**config.mk**
```make
export PLATFORM = sky130hd
export DESIGN_NAME = hcmf_queue
export DESIGN_NICKNAME = d
export VERILOG_FILES = /design/src/rtl/heightmap_cross_mean_filter_defines.svh /design/src/rtl/hcmf_queue.sv
export SDC_FILE = /design/constraint.sdc
export NUM_CORES = 1
export LEC_CHECK = 0
export BUFFER_PORTS_ARGS = -buffer_cell sky130_fd_sc_hd__buf_2
export CAP_MARGIN = 20
export CORE_MARGIN = 5
export CORE_UTILIZATION = 35
export DETAILED_ROUTE_END_ITERATION = 12
export PLACE_DENSITY_LB_ADDON = 0.05
export SETUP_SLACK_MARGIN = 0.02
export SLEW_MARGIN = 20
export SYNTH_ARGS = -nofsm -noshare
export SYNTH_HDL_FRONTEND = slang
export SYNTH_SLANG_ARGS = --single-unit
```
**constraint.sdc**
```tcl
create_clock -name clk -period 4.4 [get_ports clk]
set_input_delay 0.22 -clock clk [delete_from_list [all_inputs] [get_ports clk]]
set_output_delay 0.22 -clock clk [all_outputs]
set_load 0.02 [all_outputs]
```
**src/rtl/heightmap_cross_mean_filter_defines.svh**
```systemverilog
// Assertion macros used by the height map filter back end.
`ifndef HEIGHTMAP_CROSS_MEAN_FILTER_DEFINES_SVH
`define HEIGHTMAP_CROSS_MEAN_FILTER_DEFINES_SVH
`ifndef ASSERT_OFF
`define HCMF_ASSERT(label, clk, rst_n, prop, msg) \
	label: assert property (@(posedge clk) disable iff (!rst_n) (prop)) else $error(msg);
`define HCMF_ASSERT_IMPL(label, clk, rst_n, ante, cons, msg) \
	label: assert property (@(posedge clk) disable iff (!rst_n) (ante) |-> (cons)) \
		else $error(msg);
`else
`define HCMF_ASSERT(label, clk, rst_n, prop, msg)
`define HCMF_ASSERT_IMPL(label, clk, rst_n, ante, cons, msg)
`endif
`endif

```
**src/rtl/hcmf_queue.sv**
```systemverilog
// Small first-in first-out queue of register entries.
module hcmf_queue #(
	parameter int WIDTH = 8,
	parameter int DEPTH = 4
) (
	input  logic             clk,
	input  logic             arst_n,
	input  logic             push,
	input  logic [WIDTH-1:0] wdata,
	output logic             full,
	input  logic             pop,
	output logic [WIDTH-1:0] rdata,
	output logic             empty
);
	localparam int PW = $clog2(DEPTH);
	localparam int CW = $clog2(DEPTH + 1);

	logic [WIDTH-1:0] mem [DEPTH];
	logic [PW-1:0]    wr_ptr_q;
	logic [PW-1:0]    rd_ptr_q;
	logic [CW-1:0]    count_q;
	logic             do_push;
	logic             do_pop;

	assign full    = (count_q == CW'(DEPTH));
	assign empty   = (count_q == '0);
	assign do_push = push && !full;
	assign do_pop  = pop && !empty;
	assign rdata   = mem[rd_ptr_q];

	always_ff @(posedge clk or negedge arst_n) begin
		if (!arst_n) begin
			wr_ptr_q <= '0;
			rd_ptr_q <= '0;
			count_q  <= '0;
		end else begin
			if (do_push) begin
				wr_ptr_q <= (wr_ptr_q == PW'(DEPTH - 1)) ? '0 : wr_ptr_q + PW'(1);
			end
			if (do_pop) begin
				rd_ptr_q <= (rd_ptr_q == PW'(DEPTH - 1)) ? '0 : rd_ptr_q + PW'(1);
			end
			count_q <= count_q + CW'(do_push) - CW'(do_pop);
		end
	end

	always_ff @(posedge clk) begin
		if (do_push) begin
			mem[wr_ptr_q] <= wdata;
		end
	end
endmodule

```
==> reports/qor.yml <==
placed_design:
  gp_congestion: 0.710
  pre_cts_slack_ns: 2.17
  dp_hpwl_um: 1800
  dpl_cell_area_um2: 1760
  portBuffers: 21
synth:
  muxShareOfSynthArea_pct: 13.6
  synth.avg_cell_area_um2: 19.8
  synth_cell_types: 19
  synth_top_family_by_area: "multiplexers"
  synth_cells: 81
  synthAdderAreaFrac_pct: 6.71
  synth_top_flop_cell: "edfxtp_1"
  yosys.area_share.xor_xnor_pct: 1.09
  synth_fp_nets: 101
  synthesis.area_um2: 1600
  seq_area_frac_synth_pct: 70.9
  synth-simple-area-share_pct: 5.15
  synth_common_cells: "32 x edfxtp_1, 8 x mux4_2, 7 x dfrtp_1, 7 x ha_1, 7 x inv_1"
  synth_compound_area_share_pct: 0.390
  synth_edf_count: 32
  ys_ff_latch: 39
  yosys.area.top_type: "edfxtp_1"
  synth.most_common_cell: "edfxtp_1"
  synthTopCellsByArea: "edfxtp_1 60%, mux4_2 11%, dfrtp_1 11%"
  yosys_warnings: 0
  yosys.area.top_type_share_pct: 60.0
  synthArstFlopShare_pct: 17.9
timing:
  maxSlewHeadroom_pct: 56.5
  rsz0062_at_grt: "no"
  finalHoldViolations: 0
  min_period_ns: 2.22
  timing.hold.ws_ns: 0.148
  setup_viol: 0
  fin_worst_skew_ns: 0.00695
  fin_crit_sh_pct: 50.5
  worstMarginPinSlew_ns: 0.653
  fin_ws_ns: 2.18
  fmax_ghz: 0.450
  finalSetupTns_ns: 0
  maxSlewViolCount: 0
clocking:
  root_buffer: "clkbuf_8"
  cts_resized: 0
  cts.path.max_buffers: 2
  cts_tree: "done"
  cts_buffers: 5
  clock-sinks: 39
  clk_latency_ns: 0.29
  clk_pin_slew_ns: 0.08
  htreeDepth: 2
setup_path:
  cp_max_fo: 3
  reg2regPathDepth: 9
  critPathRequiredTime_ns: 4.61
  regToRegSetupSlack_ns: 2.18
  critPathLaunch: "count_q[1]"
  critPathArrivalTime_ns: 2.43
  r2r-start: "count_q[1]"
  end_kind: "flip-flop"
  start_kind: "flip-flop"
  crit_path_end: "count_q[2]"
  timing_worst_setup_path_type: "reg2reg"
  r2r-end: "count_q[2]"
cells_and_area:
  final_area_um2: 1870
  diodes: 0
  multi_input_area_um2: 432
  finalNetCount: 128
  drive_above_1_share_pct: 38.5
  area.sequential_um2: 1140
  nFillCells: 396
  syn_to_final_growth_pct: 16.9
global_route:
  grt_pass1_wl_um: 4350
  grt-ovfl-total: 0
  antenna_found_initial: 0
  grt_pass1_vias: 834
  grt_util_all_layers_pct: 9.79
  grt_max_degree: 12
worst_hold_path:
  hold_class: "in2reg"
  min_path_cells: 1
die:
  core_area_um2: 4380
  die_h_um: 77.7
  row_count: 24
  die_w_um: 77.7
  initial_core_util_pct: 36.6
  io_pins: 22
  die_area_um2: 6030
drt:
  drtAntennaViolNets: 0
  drtIter0Drc: 25
  drt_wl_total_um: 2650
  drc_errors: 0
  routedWlPerCell_um: 16.5
  dr.pass1.iters: 6
  via_count: 772
  vias_per_cell: 4.80
outcome:
  status: "complete, no violations"
power_and_ir_drop:
  ir_worst_vdd_mv: 0.328
  power_mw: 1.26
  p_leak_nw: 0.717
  power-per-cell-area_nw_per_um2: 675
job:
  maxCapViolCount: 0
==> sequential cells by signal, indices dropped and copies added, names as in the netlist <==
name      cells
count_q       3
wr_ptr_q      2
rd_ptr_q      2
mem          32
==> area by class of cell <==
cell class                 instances  share of cell area, %
tap                               52                   3.47
multi-input combinational         33                   23.0
sequential                        39                   60.6
inverter                           7                   1.40
clock buffer                       8                   5.34
timing repair buffer              22                   6.14
==> worst min path at each step <==
stage	from	endpoint	slack, ns
finish	wdata[4]	mem[2][4]	0.15
CTS	wdata[3]	mem[3][3]	0.14
floorplan	arst_n	count_q[0]	-0.08
global placement	arst_n	count_q[0]	0.07
detailed placement	arst_n	count_q[0]	0.07
global route	wdata[5]	mem[0][5]	0.12
==> stage by stage <==
stage,utilization [%],std cells
floorplan,-,81
global placement,40.2,152
detailed placement,40.2,152
CTS,42.8,161
global route,42.8,161
finish,42.8,161
==> power breakdown <==
part           switching (mW)  internal (mW)
combinational           0.214          0.206
clock                   0.117          0.143
sequential             0.0852          0.499
total                   0.417          0.848
==> critical path, stage by stage (launching register included) <==
cell and delay [ns]:
dfrtp_1 0.42, nor3_1 0.30, nand2b_4 0.20, inv_1 0.04, ha_1 0.26, inv_1 0.04, ha_1 0.18, fa_1 0.38
xnor2_1 0.18, xnor2_1 0.14
==> cell families (layout without fill, tap and decap cells) <==
logic type               after synthesis  after routing
adder cells (fa/ha/maj)                8              8
multiplexers                          11             11
XOR/XNOR                               2              2
AO/OA/AOI/OAI                          1              1
flip-flops                            39             39
buffers and inverters                  9             37
AND/OR/NAND/NOR                       11             11
==> cell usage in the layout (no fill, tap or decap) <==
cell | netlist | routed
edfxtp_1 | 32 | 32
buf_2 | 1 | 21
mux4_2 | 8 | 8
inv_1 | 7 | 7
ha_1 | 7 | 7
clkbuf_8 | 0 | 7
dfrtp_1 | 7 | 7
and2_1 | 4 | 4
xnor2_1 | 2 | 2
nor2_1 | 2 | 2
mux2_2 | 2 | 2
nor3_1 | 1 | 1
nand2b_4 | 1 | 1
nor3b_4 | 1 | 1
nor2b_2 | 1 | 1
mux2_4 | 1 | 1
nand2_1 | 1 | 1
o22ai_1 | 1 | 1
fa_1 | 1 | 1
clkbuf_1 | 1 | 1
dlygate4sd3_1 | 0 | 1
==> layer usage <==
metal / part of all wire [%] / GRT usage [%] / vias to the layer above
met2: 50 / 15.4 / 16
li1: - / - / 357
met3: 5.0 / 4.40 / 6
met4: 1.5 / 4.12 / 0
met1: 44 / 11.6 / 393
met5: 0 / 0 / -
==> repair_timing <==
action,CTS,global route
endpoints found under the hold margin,7,0
hold buffers,1,0
buffers inserted,0,0
Note: power is estimated with default switching activity, not from simulation.
