`src/rtl/heightmap_cross_mean_filter_defines.svh`:
```
// Assertion macros used by the height map filter back end.
`ifndef HEIGHTMAP_CROSS_MEAN_FILTER_DEFINES_SVH
`define HEIGHTMAP_CROSS_MEAN_FILTER_DEFINES_SVH
`ifndef ASSERT_OFF
`define HCMF_ASSERT(label, clk, rst_n, prop, msg) \
	label: assert property (@(posedge clk) disable iff (!rst_n) (prop)) else $error(msg);
`define HCMF_ASSERT_IMPL(label, clk, rst_n, ante, cons, msg) \
	label: assert property (@(posedge clk) disable iff (!rst_n) (ante) |-> (cons)) \
		else $error(msg);
`else
`define HCMF_ASSERT(label, clk, rst_n, prop, msg)
`define HCMF_ASSERT_IMPL(label, clk, rst_n, ante, cons, msg)
`endif
`endif

```
`src/rtl/hcmf_pkg.sv`:
```
// Types, constants and register codes of the height map cross mean filter.
package hcmf_pkg;
	localparam int CFG_W       = 11;
	localparam int CFG_INDEX_W = 1;
	localparam int SAMPLE_W    = 8;
	localparam int SUM_W       = 11;
	localparam int CNT_W       = 3;
	localparam int PROD_W      = 21;

	localparam int DEF_MAX_ROW_LENGTH = 1024;
	localparam int DEF_MAX_ROW_COUNT  = 1024;

	localparam logic [CFG_W-1:0] ROW_LENGTH_RESET = 11'd1024;
	localparam logic [CFG_W-1:0] ROW_COUNT_RESET  = 11'd1024;

	localparam logic [CFG_INDEX_W-1:0] REG_ROW_LENGTH = 1'b0;
	localparam logic [CFG_INDEX_W-1:0] REG_ROW_COUNT  = 1'b1;

	localparam logic ACTION_PIXEL = 1'b0;
	localparam logic ACTION_DRAIN = 1'b1;

	localparam int CMD_DEPTH = 4;
	localparam int OUT_DEPTH = 4;

	localparam int RECIP3       = 683;
	localparam int RECIP3_SHIFT = 11;
	localparam int RECIP5       = 1639;
	localparam int RECIP5_SHIFT = 13;

	typedef struct packed {
		logic                action;
		logic [SAMPLE_W-1:0] height_sample;
	} hcmf_in_t;

	typedef struct packed {
		logic [SAMPLE_W-1:0] smoothed_height;
		logic                frame_done;
	} hcmf_out_t;

	typedef struct packed {
		logic drain;
		logic produce;
		logic has_up;
		logic has_left;
		logic has_right;
		logic last;
	} hcmf_cmd_t;
endpackage

```
`src/rtl/hcmf_front.sv`:
```
// Front end: configuration registers, request classification and raster counters.
module hcmf_front #(
	parameter int MAX_ROW_LENGTH = 1024,
	parameter int MAX_ROW_COUNT  = 1024
) (
	input  logic                              clk,
	input  logic                              arst_n,
	input  logic                              push,
	input  hcmf_pkg::hcmf_in_t                item,
	output logic                              full,
	input  logic                              cfg_valid,
	output logic                              cfg_ready,
	input  logic [hcmf_pkg::CFG_INDEX_W-1:0]  cfg_index,
	input  logic [hcmf_pkg::CFG_W-1:0]        cfg_data,
	input  logic                              cmd_full,
	output logic                              cmd_push,
	output hcmf_pkg::hcmf_cmd_t               cmd_flags,
	output logic [$clog2(MAX_ROW_LENGTH)-1:0] cmd_addr,
	output logic [hcmf_pkg::SAMPLE_W-1:0]     cmd_sample
);
	import hcmf_pkg::*;

	localparam int AW  = $clog2(MAX_ROW_LENGTH);
	localparam int LW  = $clog2(MAX_ROW_LENGTH + 1);
	localparam int RW  = $clog2(MAX_ROW_COUNT + 1);
	localparam int CLW = (LW > CFG_W) ? LW : CFG_W;
	localparam int CRW = (RW > CFG_W) ? RW : CFG_W;

	logic [CFG_W-1:0] row_length_q;
	logic [CFG_W-1:0] row_count_q;
	logic [AW-1:0]    col_pos_q;
	logic [AW-1:0]    drain_pos_q;
	logic [RW-1:0]    row_pos_q;
	logic [CLW-1:0]   len_ext;
	logic [CRW-1:0]   cnt_ext;
	logic [LW-1:0]    width_eff;
	logic [RW-1:0]    height_eff;
	logic [LW-1:0]    col_next;
	logic [LW-1:0]    drain_next;
	logic             row_end;
	logic             drain_last;
	logic             frame_in;
	logic             is_drain;
	logic             accept;
	logic             take;

	always_comb begin
		len_ext = CLW'(row_length_q);
		priority if (len_ext < CLW'(2)) begin
			width_eff = LW'(2);
		end else if (len_ext > CLW'(MAX_ROW_LENGTH)) begin
			width_eff = LW'(MAX_ROW_LENGTH);
		end else begin
			width_eff = LW'(len_ext);
		end
	end

	always_comb begin
		cnt_ext = CRW'(row_count_q);
		priority if (cnt_ext < CRW'(2)) begin
			height_eff = RW'(2);
		end else if (cnt_ext > CRW'(MAX_ROW_COUNT)) begin
			height_eff = RW'(MAX_ROW_COUNT);
		end else begin
			height_eff = RW'(cnt_ext);
		end
	end

	assign col_next   = LW'(col_pos_q) + LW'(1);
	assign drain_next = LW'(drain_pos_q) + LW'(1);
	assign row_end    = (col_next >= width_eff);
	assign drain_last = (drain_next >= width_eff);
	assign frame_in   = (row_pos_q >= height_eff);
	assign is_drain   = (item.action == ACTION_DRAIN);

	assign full      = cmd_full;
	assign cfg_ready = 1'b1;
	assign accept    = push && !full;
	// drop drains before the frame is in and pixels once it is
	assign take      = accept && (is_drain == frame_in);
	assign cmd_push  = take;

	always_comb begin
		cmd_flags.drain     = is_drain;
		cmd_flags.produce   = is_drain || (row_pos_q >= RW'(1));
		cmd_flags.has_up    = is_drain || (row_pos_q >= RW'(2));
		cmd_flags.has_left  = is_drain ? (drain_pos_q != '0) : (col_pos_q != '0);
		cmd_flags.has_right = is_drain ? !drain_last : !row_end;
		cmd_flags.last      = is_drain && drain_last;
		cmd_addr            = is_drain ? drain_pos_q : col_pos_q;
		cmd_sample          = item.height_sample;
	end

	always_ff @(posedge clk or negedge arst_n) begin
		if (!arst_n) begin
			row_length_q <= ROW_LENGTH_RESET;
			row_count_q  <= ROW_COUNT_RESET;
			col_pos_q    <= '0;
			drain_pos_q  <= '0;
			row_pos_q    <= '0;
		end else begin
			if (cfg_valid && cfg_ready) begin
				unique case (cfg_index)
					REG_ROW_LENGTH: row_length_q <= cfg_data;
					REG_ROW_COUNT:  row_count_q  <= cfg_data;
				endcase
			end
			if (take) begin
				if (is_drain) begin
					if (drain_last) begin
						drain_pos_q <= '0;
						row_pos_q   <= '0;
						col_pos_q   <= '0;
					end else begin
						drain_pos_q <= AW'(drain_next);
					end
				end else begin
					if (row_end) begin
						col_pos_q <= '0;
						row_pos_q <= row_pos_q + RW'(1);
					end else begin
						col_pos_q <= AW'(col_next);
					end
				end
			end
		end
	end
endmodule

```
`config.mk`:
```
export PLATFORM = sky130hd
export DESIGN_NAME = hcmf_front
export DESIGN_NICKNAME = d
export VERILOG_FILES = /design/src/rtl/heightmap_cross_mean_filter_defines.svh /design/src/rtl/hcmf_pkg.sv /design/src/rtl/hcmf_front.sv
export SDC_FILE = /design/constraint.sdc
export NUM_CORES = 1
export LEC_CHECK = 0
export BUFFER_PORTS_ARGS = -buffer_cell sky130_fd_sc_hd__buf_2
export CORE_ASPECT_RATIO = 0.5
export CORE_MARGIN = 4
export CORE_UTILIZATION = 25
export DETAILED_ROUTE_END_ITERATION = 6
export HOLD_SLACK_MARGIN = 0.06
export SYNTH_ARGS = -nofsm -noshare
export SYNTH_HDL_FRONTEND = slang
export SYNTH_SLANG_ARGS = --single-unit
```
`constraint.sdc`:
```
create_clock -name clk -period 3.6 [get_ports clk]
set_input_delay 0.18 -clock clk [delete_from_list [all_inputs] [get_ports clk]]
set_output_delay 0.18 -clock clk [all_outputs]
set_load 0.005 [all_outputs]
```
==> results of run 1 <==
## sequential cells by signal (all words and copies together), names as in the netlist
register	cells
cnt_ext	11
col_pos_q	10
drain_pos_q	10
row_pos_q	11
len_ext	11
## synth_stat cells, types with 3 or more instances
master	count	area, µm²
a21oi_1	10	50.1
and3_1	11	68.8
and4_1	4	35.0
buf_4	11	82.6
clkbuf_1	14	52.6
dfrtp_1	51	1280
ha_1	40	500
inv_1	14	52.6
mux2_2	30	338
mux2i_1	7	70.1
nand2_1	51	191
nand2b_1	16	100
nand3_1	23	115
nand4_1	5	31.3
nor2_1	19	71.3
nor2b_1	4	25.0
nor3_1	9	45.0
nor4_1	8	50.1
o21ai_0	44	220
o31ai_1	7	52.6
or2_2	3	18.8
or3_1	4	25.0
xnor2_1	9	78.8
xor2_1	8	70.1
## logic make-up (layout without fill, tap and decap cells)
group | Yosys count | count (layout) | share of synthesized area, %
xor gates and xnor gates | 17 | 17 | 3.80
muxes | 37 | 37 | 10.4
DFF | 53 | 53 | 33.9
and+or+nand+nor | 161 | 161 | 20.7
other | 1 | 1 | 0.0957
AOI/OAI and AO/OA | 80 | 80 | 12.9
adders and majority gates | 40 | 40 | 12.8
buffers and inverters | 43 | 72 | 5.40
## power breakdown
part           leakage [nW]  internal (mW)  total [mW]  switching, mW
logic                  1.31          0.274       0.604          0.330
clock network        0.0708          0.264       0.513          0.249
registers             0.662          0.678       0.787          0.108
## final cells by class
class | count | area, µm²
clock buffers | 5 | 125
clock inverters | 3 | 25.0
fillers | 1646 | 10900
inverters | 14 | 52.6
multi-input cells | 336 | 2410
flip-flops and latches | 53 | 1330
well taps | 204 | 255
repair buffers | 50 | 303
## worst max-delay path, delay by kind of cell (launching register included)
family                     cells  cell delay (ns)
DFF                            1             0.46
xor gates and xnor gates       1             0.26
adders and majority gates      1             0.29
buffers and inverters          2             0.35
AOI/OAI and AO/OA              2             0.55
and+or+nand+nor                6             1.11
## stage by stage
stage / hold slack, ns / power, mW / area (µm²) / std cells / util (%)
floorplan: -0.116 / 1.18 / 3920 / 432 / -
global placement: 0.235 / 1.38 / 4310 / 656 / 28.0
detailed placement: 0.237 / 1.40 / 4310 / 656 / 28.0
CTS: 0.132 / 1.91 / 4470 / 665 / 29.1
global route: 0.135 / 2.05 / 4500 / 665 / 29.3
finish: 0.136 / 1.90 / 4500 / 665 / 29.3
## cell usage in the layout (no fill, tap or decap), drive strengths merged, types with 2 or more instances in the layout
master,n
or3,4
nor3,9
ha,40
mux2i,7
o41ai,3
nand4,5
inv,16
dfrtp,51
nand3,23
nand2b,16
o211a,2
mux2,30
nor2,19
o31ai,7
a31oi,2
buf,49
o21ai,46
and3,11
xor2,8
or2,3
clkbuf,5
nand2,51
xnor2,9
nor2b,4
and4,4
a21oi,11
nor4,8
dfstp,2
## what timing repair did
action                                  in CTS  in global routing
gates resized for setup                      1                 11
endpoints found under the hold margin       24                  0
cloned                                       0                  0
endpoints found under the setup margin       1                 24
hold buffers                                 1                  0
## layer usage
layer  vias up  part of all wire, %  GRT usage, %
met5         -                    0             0
met4         0                  1.5          3.91
met3        11                  2.7          1.80
met2        42                   47          18.7
met1      1577                   49          15.1
li1       1601                    -             -
## final timing paths
check | startpoint | endpoint | cells past startpoint
hold / removal | cfg_data[6] | cnt_ext[6] | 2
setup reg to reg | col_pos_q[0] | row_pos_q[7] | 13
min in group asynchronous | arst_n | row_pos_q[4] | 2
setup / recovery | col_pos_q[0] | cmd_flags[1] | 12
hold reg to reg | cnt_ext[0] | cnt_ext[0] | 1
max in group asynchronous | arst_n | len_ext[10] | 3
==> metrics list, run 1 <==
- Vias in the first global route: 3073
- The die covers 17900 µm².
* Global-route congestion overflow total: 0
- Clock-pin transition on the worst setup and hold timing paths: 0.08 ns
* TNS Setup: 0 ns
- Root Driver: clkbuf_16
- Worst-case vdd ir drop: 244 µV
- The floorplan has 32 rows.
- For this configuration, the core starts out at a cell density of 25.5%.
- The number of max-slew violations in the final report came to 0.
- Pin placement for this block handled 53 I/O pins.
- Synthesis produced a netlist with a net count of 498.
- The signal on the critical path passes through and3_1 > and3_1 > and3_1 > and3_1 > xor2_1 > ha_1 > and4_1 > and2_0 > a221o_1 > buf_4 > o21ai_1 > buf_2.
- Pin count of the biggest net entering global routing: 32
- The number of antenna violations at the first check in global routing came to 0.
- In the final routed layout, each cell accounts on average for 15.2 µm.
* Cell seen most often among critical-path stages: and3_1
* Post-Place Setup Slack: 0.0694 ns
- The run finished with clean final reports.
- The min-delay analysis places its worst path in the category in -> reg.
- Number of max-capacitance violations reported: 0
* Post-route ant nets: 0
* Most instantiated flip-flop cell in the synthesis netlist: dfrtp_1
* Power Density: 423 nW/µm²
- CTS saw 53 sinks.
- For the pin with the worst max-slew slack, the measured transition is 1.05 ns.
- Per-instance average area after synthesis: 9.07 µm²
- Worst-case clock skew: 0.00643 ns
- Setup slack closes at 0.103 ns.
- Global-route wire length before repair: 15900 µm
- The final layout contains 526 nets.
* PortBufs: 35
* Final Critical Period: 3.50 ns
* Mapped cell area: 3920 µm²
- Crit-path slowest cell: dfrtp_2
* Post-synthesis async set-or-reset flop share: 100%
- CTS HTree Levels: 2
- Buffers added to address setup during post-CTS repair amount to 0.
- Clock latency on the worst-skew pair: 0.30 ns
- The final hold violation count was 0.
- Endpoint type of the worst setup path: primary output
* Critical path's largest stage delay: 0.46 ns
- Leakage: 2.05 nW
* Chip height: 96.5 µm
* Total routing resource utilization after global routing: 11.3%
* Core region area: 15400 µm²
- Synthesized instance count: 432
- Diode insertion count for antenna repair: 0
* Violation count after the first detailed-routing iteration: 159
- Yosys cell types: 49
- The worst setup path is of the reg -> out kind.
- In this run the worst path has a maximum fanout of 10.
* Total number of vias: 3231
- Flop-to-flop setup slack: 0.15 ns
* Timing-limited maximum frequency: 0.286 GHz
- In the finished design, the share of the clock period the worst path needs comes to 97.1%.
- HPWL Detailed: 7630 µm
- Setup violations remaining at the end of the flow were counted as 0.
- The share of the Yosys chip area taken by registers is 33.9%.
- The longest clock path from root to sink contains 2 buffers.
- Using the TritonRoute via totals, the vias-per-cell ratio works out to 4.86.
* Share of final-layout standard cells stronger than drive strength 1: 23.0%
- Residual DRC: 0
- STA classifies the critical path startpoint as a register.
* Number of detailed-routing iterations run before antenna repair: 4
- The synthesized design contains 0 enable-type register cells.
- For the worst setup path, the data required time is 3.42 ns.
- Data arrives at the worst endpoint at 3.32 ns.
- Setup repair after global routing left no endpoint under its margin.
* Worst-case headroom to the max-slew limit: 29.9%
* Routability congestion estimate: 0.800
* CTS tree: built
- From synthesis to final layout, the design area changed by 15.0%.
* Overall die width: 185 µm
- Total Routed Length: 10100 µm
- Counting the buffers created by CTS gives 5.
- Yosys synthesis warning count: 0
* Flops & latches, synth: 53
(Power assumes the default switching activity.)
==> run 2: changes to the inputs <==
--- a/config.mk
+++ b/config.mk
@@ -10,7 +10,8 @@
 export CORE_MARGIN = 4
 export CORE_UTILIZATION = 25
 export DETAILED_ROUTE_END_ITERATION = 6
-export HOLD_SLACK_MARGIN = 0.06
+export HOLD_SLACK_MARGIN = 0.1
+export SETUP_SLACK_MARGIN = 0.5
 export SYNTH_ARGS = -nofsm -noshare
 export SYNTH_HDL_FRONTEND = slang
 export SYNTH_SLANG_ARGS = --single-unit
==> run 2 against run 1 <==
Die area unchanged. Largest cell class unchanged. Routed wire length up 15%. Highest routed layer unchanged. Critical path depth is the same. Sequential cell count unchanged.
==> metrics list, run 2 (synthesis results as in run 1) <==
- Total number of vias: 3476 (+7.6%)
* Residual DRC: 0 (unchanged)
- The root buffer cell chosen for the clock tree is clkbuf_16.
- The die boundary width came to 185 µm (unchanged).
* Power Density: 417 nW/µm² (-1.2%)
* Number of endpoints with negative hold slack in the final report: 0 (unchanged)
- Number of detailed-routing iterations run before antenna repair: 4 (unchanged)
- The wire length of the first global-routing pass came to 17300 µm (+8.2%).
- Routability congestion estimate: 0.855 (+7.0%)
* Pin slew with the least headroom to its limit: 1.05 ns (+0.00431 ns)
* Share of final-layout standard cells stronger than drive strength 1: 43.3% (+20 points)
- The critical path in this run is classified as reg -> out.
- The count of cells along the worst hold path came to 3 (+1).
- The post-layout minimum cycle time was 3.34 ns (-0.154 ns).
- The upper clock frequency limit came to 0.299 GHz (+4.6%).
* Launch instance of the worst register-to-register path: drain_pos_q[1]
- Average wire per cell in the routed design: 16.8 µm (+10%)
* Violation count after the first detailed-routing iteration: 184 (+16%)
- The residual overflow from global routing is 0 (unchanged).
- The routed wire length came to 11700 µm (+15%).
- TritonCTS built the clock tree.
* Data required time at the worst endpoint: 3.42 ns (about the same)
- The standard cell core area is 15400 µm² (unchanged).
* Type of origin of the critical path: register
- Endpoint of the worst hold path: len_ext[10]
- Leading cell type in the layout, fill and taps excluded: dfrtp_1
* Max-slew violation count: 0 (unchanged)
- The insertion delay of the later-clocked pin in the worst-skew pair is 0.30 ns (about the same).
- Vias per std cell: 4.99 (+2.8%)
* Synthesis-to-finish area growth: 36.3%
- Chip height: 96.5 µm (unchanged)
- Worst-case clock skew: 0.00636 ns (-0.0000761 ns)
- The final cycle utilization of the critical path came to 92.8% (-4.3 points).
- The number of max-cap violations came to 0 (unchanged).
- Highest net fanout along the worst path: 6 (-4)
- The setup TNS is 0 ns (unchanged).
- The total global-route track usage came to 12.0% (+0.74 points).
- The half-perimeter wire length after detailed placement came to 7620 µm (about the same).
- Post-Place Setup Slack: 0.107 ns (+0.0375 ns)
* PortBufs: 35 (unchanged)
* Worst Reg2Reg Path Length in Cells: 13 (unchanged)
* Diode insertion count for antenna repair: 0 (unchanged)
- The number of nets with antenna violations after detailed routing is 0 (unchanged).
* Flop-to-flop setup slack: 0.30 ns (+0.15 ns)
- The die area is 17900 µm² (unchanged).
* Number of placement rows: 32 (unchanged)
- The run finished with clean final reports.
- The startpoint identified for the worst hold timing path is cfg_data[10].
- The top-level I/O count was 53 (unchanged).
* Leakage: 2.33 nW (+14%)
* Worst hold margin: 0.111 ns (-0.0254 ns)
* Total clock buffers created by CTS: 5 (unchanged)
- The worst register-to-register path ends at col_pos_q[5].
- The number of clock sinks seen by CTS was 53 (unchanged).
- Clock Path Buffers: 2 (unchanged)
- The number of filler instances in the final layout is 1521 (-7.6%).
- Commonest non-fill, non-tap cells in the layout: 44 x dfrtp_1, 42 x nand2_1, 35 x buf_2
- The worst-case setup margin in the final layout came to 0.257 ns (+0.154 ns).
- Number of endpoints failing setup at the final stage: 0 (unchanged)
- The data arrival time of the critical path was 3.16 ns (-0.16 ns).
- The largest net degree at the start of global routing is 32 (unchanged).
* Fin nets: 557 (+5.9%)
- Number of antenna violations at the first check in global routing: 0 (unchanged)
- CTS HTree Levels: 2 (unchanged)
- The clock transition at the registers of the reported paths is 0.08 ns (about the same).
- Fin util: 34.7% (+5.4 points)
- Unrepaired setup endpoints after global routing: yes
- Initial standard-cell utilization of the core: 25.5% (unchanged)
- The min-delay analysis places its worst path in the category in -> reg.
- The worst setup path is captured at a primary output.
- Worst-case vdd ir drop: 223 µV (-8.8%)
* Vias in the first global route: 3326 (+8.2%)
- Worst-case headroom to the max-slew limit: 29.6% (-0.29 points)
## run 2: cell count changes in the layout (fill, tap and decap cells not counted), sizes merged
cell,delta
a41o,+1
buf,+30
clkinv,+1
inv,-1
## run 2: through the flow
step           instances  area [µm²]  total power, mW
2_1_floorplan        432        3970             1.19
3_3_place_gp         651        4300             1.37
3_5_place_dp         651        4300             1.38
4_1_cts              681        4770             2.02
5_1_grt              696        5340             2.36
6_report             696        5340             2.23
## run 2: worst max path at each step
stage	from	to	slack, ns	cells after the start
2_1_floorplan	col_pos_q[0]	row_pos_q[4]	0.52	14
4_1_cts	len_ext[2]	row_pos_q[6]	0.35	13
3_5_place_dp	cnt_ext[9]	col_pos_q[5]	0.11	12
5_1_grt	len_ext[6]	col_pos_q[5]	0.08	13
6_report	drain_pos_q[1]	cmd_flags[1]	0.26	12
3_3_place_gp	cnt_ext[9]	col_pos_q[5]	0.12	12
## run 2: final cells by class
cell class	count	area (µm²)	area share, %
inverter	14	52.6	0.985
timing repair buffer	80	568	10.6
clock buffer	5	125	2.34
multi-input combinational	337	2970	55.7
clock inverter	3	25.0	0.469
tap	204	255	4.78
sequential	53	1340	25.1
## run 2: where the power goes
part           switching [mW]  internal, mW
clock                   0.240         0.262
sequential              0.130         0.680
combinational           0.466         0.449
total                   0.836          1.39
## run 2: layer usage
| metal | vias up | part of all wire, % | GRT usage, % |
|---|---|---|---|
| li1 | 1661 | - | - |
| met1 | 1712 | 43 | 15.7 |
| met2 | 86 | 50 | 20.5 |
| met3 | 17 | 4.9 | 2.02 |
| met4 | 0 | 2.1 | 3.97 |
| met5 | - | 0 | 0 |
## run 2: timing repair
item	CTS	global route
pin swaps	22	34
hold buffers	1	0
gates resized for setup	36	98
endpoints found under the setup margin	33	34
setup buffers	20	15
hold endpoints to repair	25	0
gates cloned	1	0
## run 2: critical path, stage by stage, from the launching register on
cell and delay (ns):
dfrtp_2 0.44, ha_4 0.19, nand3_2 0.15, nor2_2 0.18, and3_4 0.24, xor2_1 0.25
ha_4 0.25, nand4_1 0.11, a21oi_1 0.07, a2111o_1 0.39, or2_4 0.32, o21ai_2 0.14
buf_2 0.13
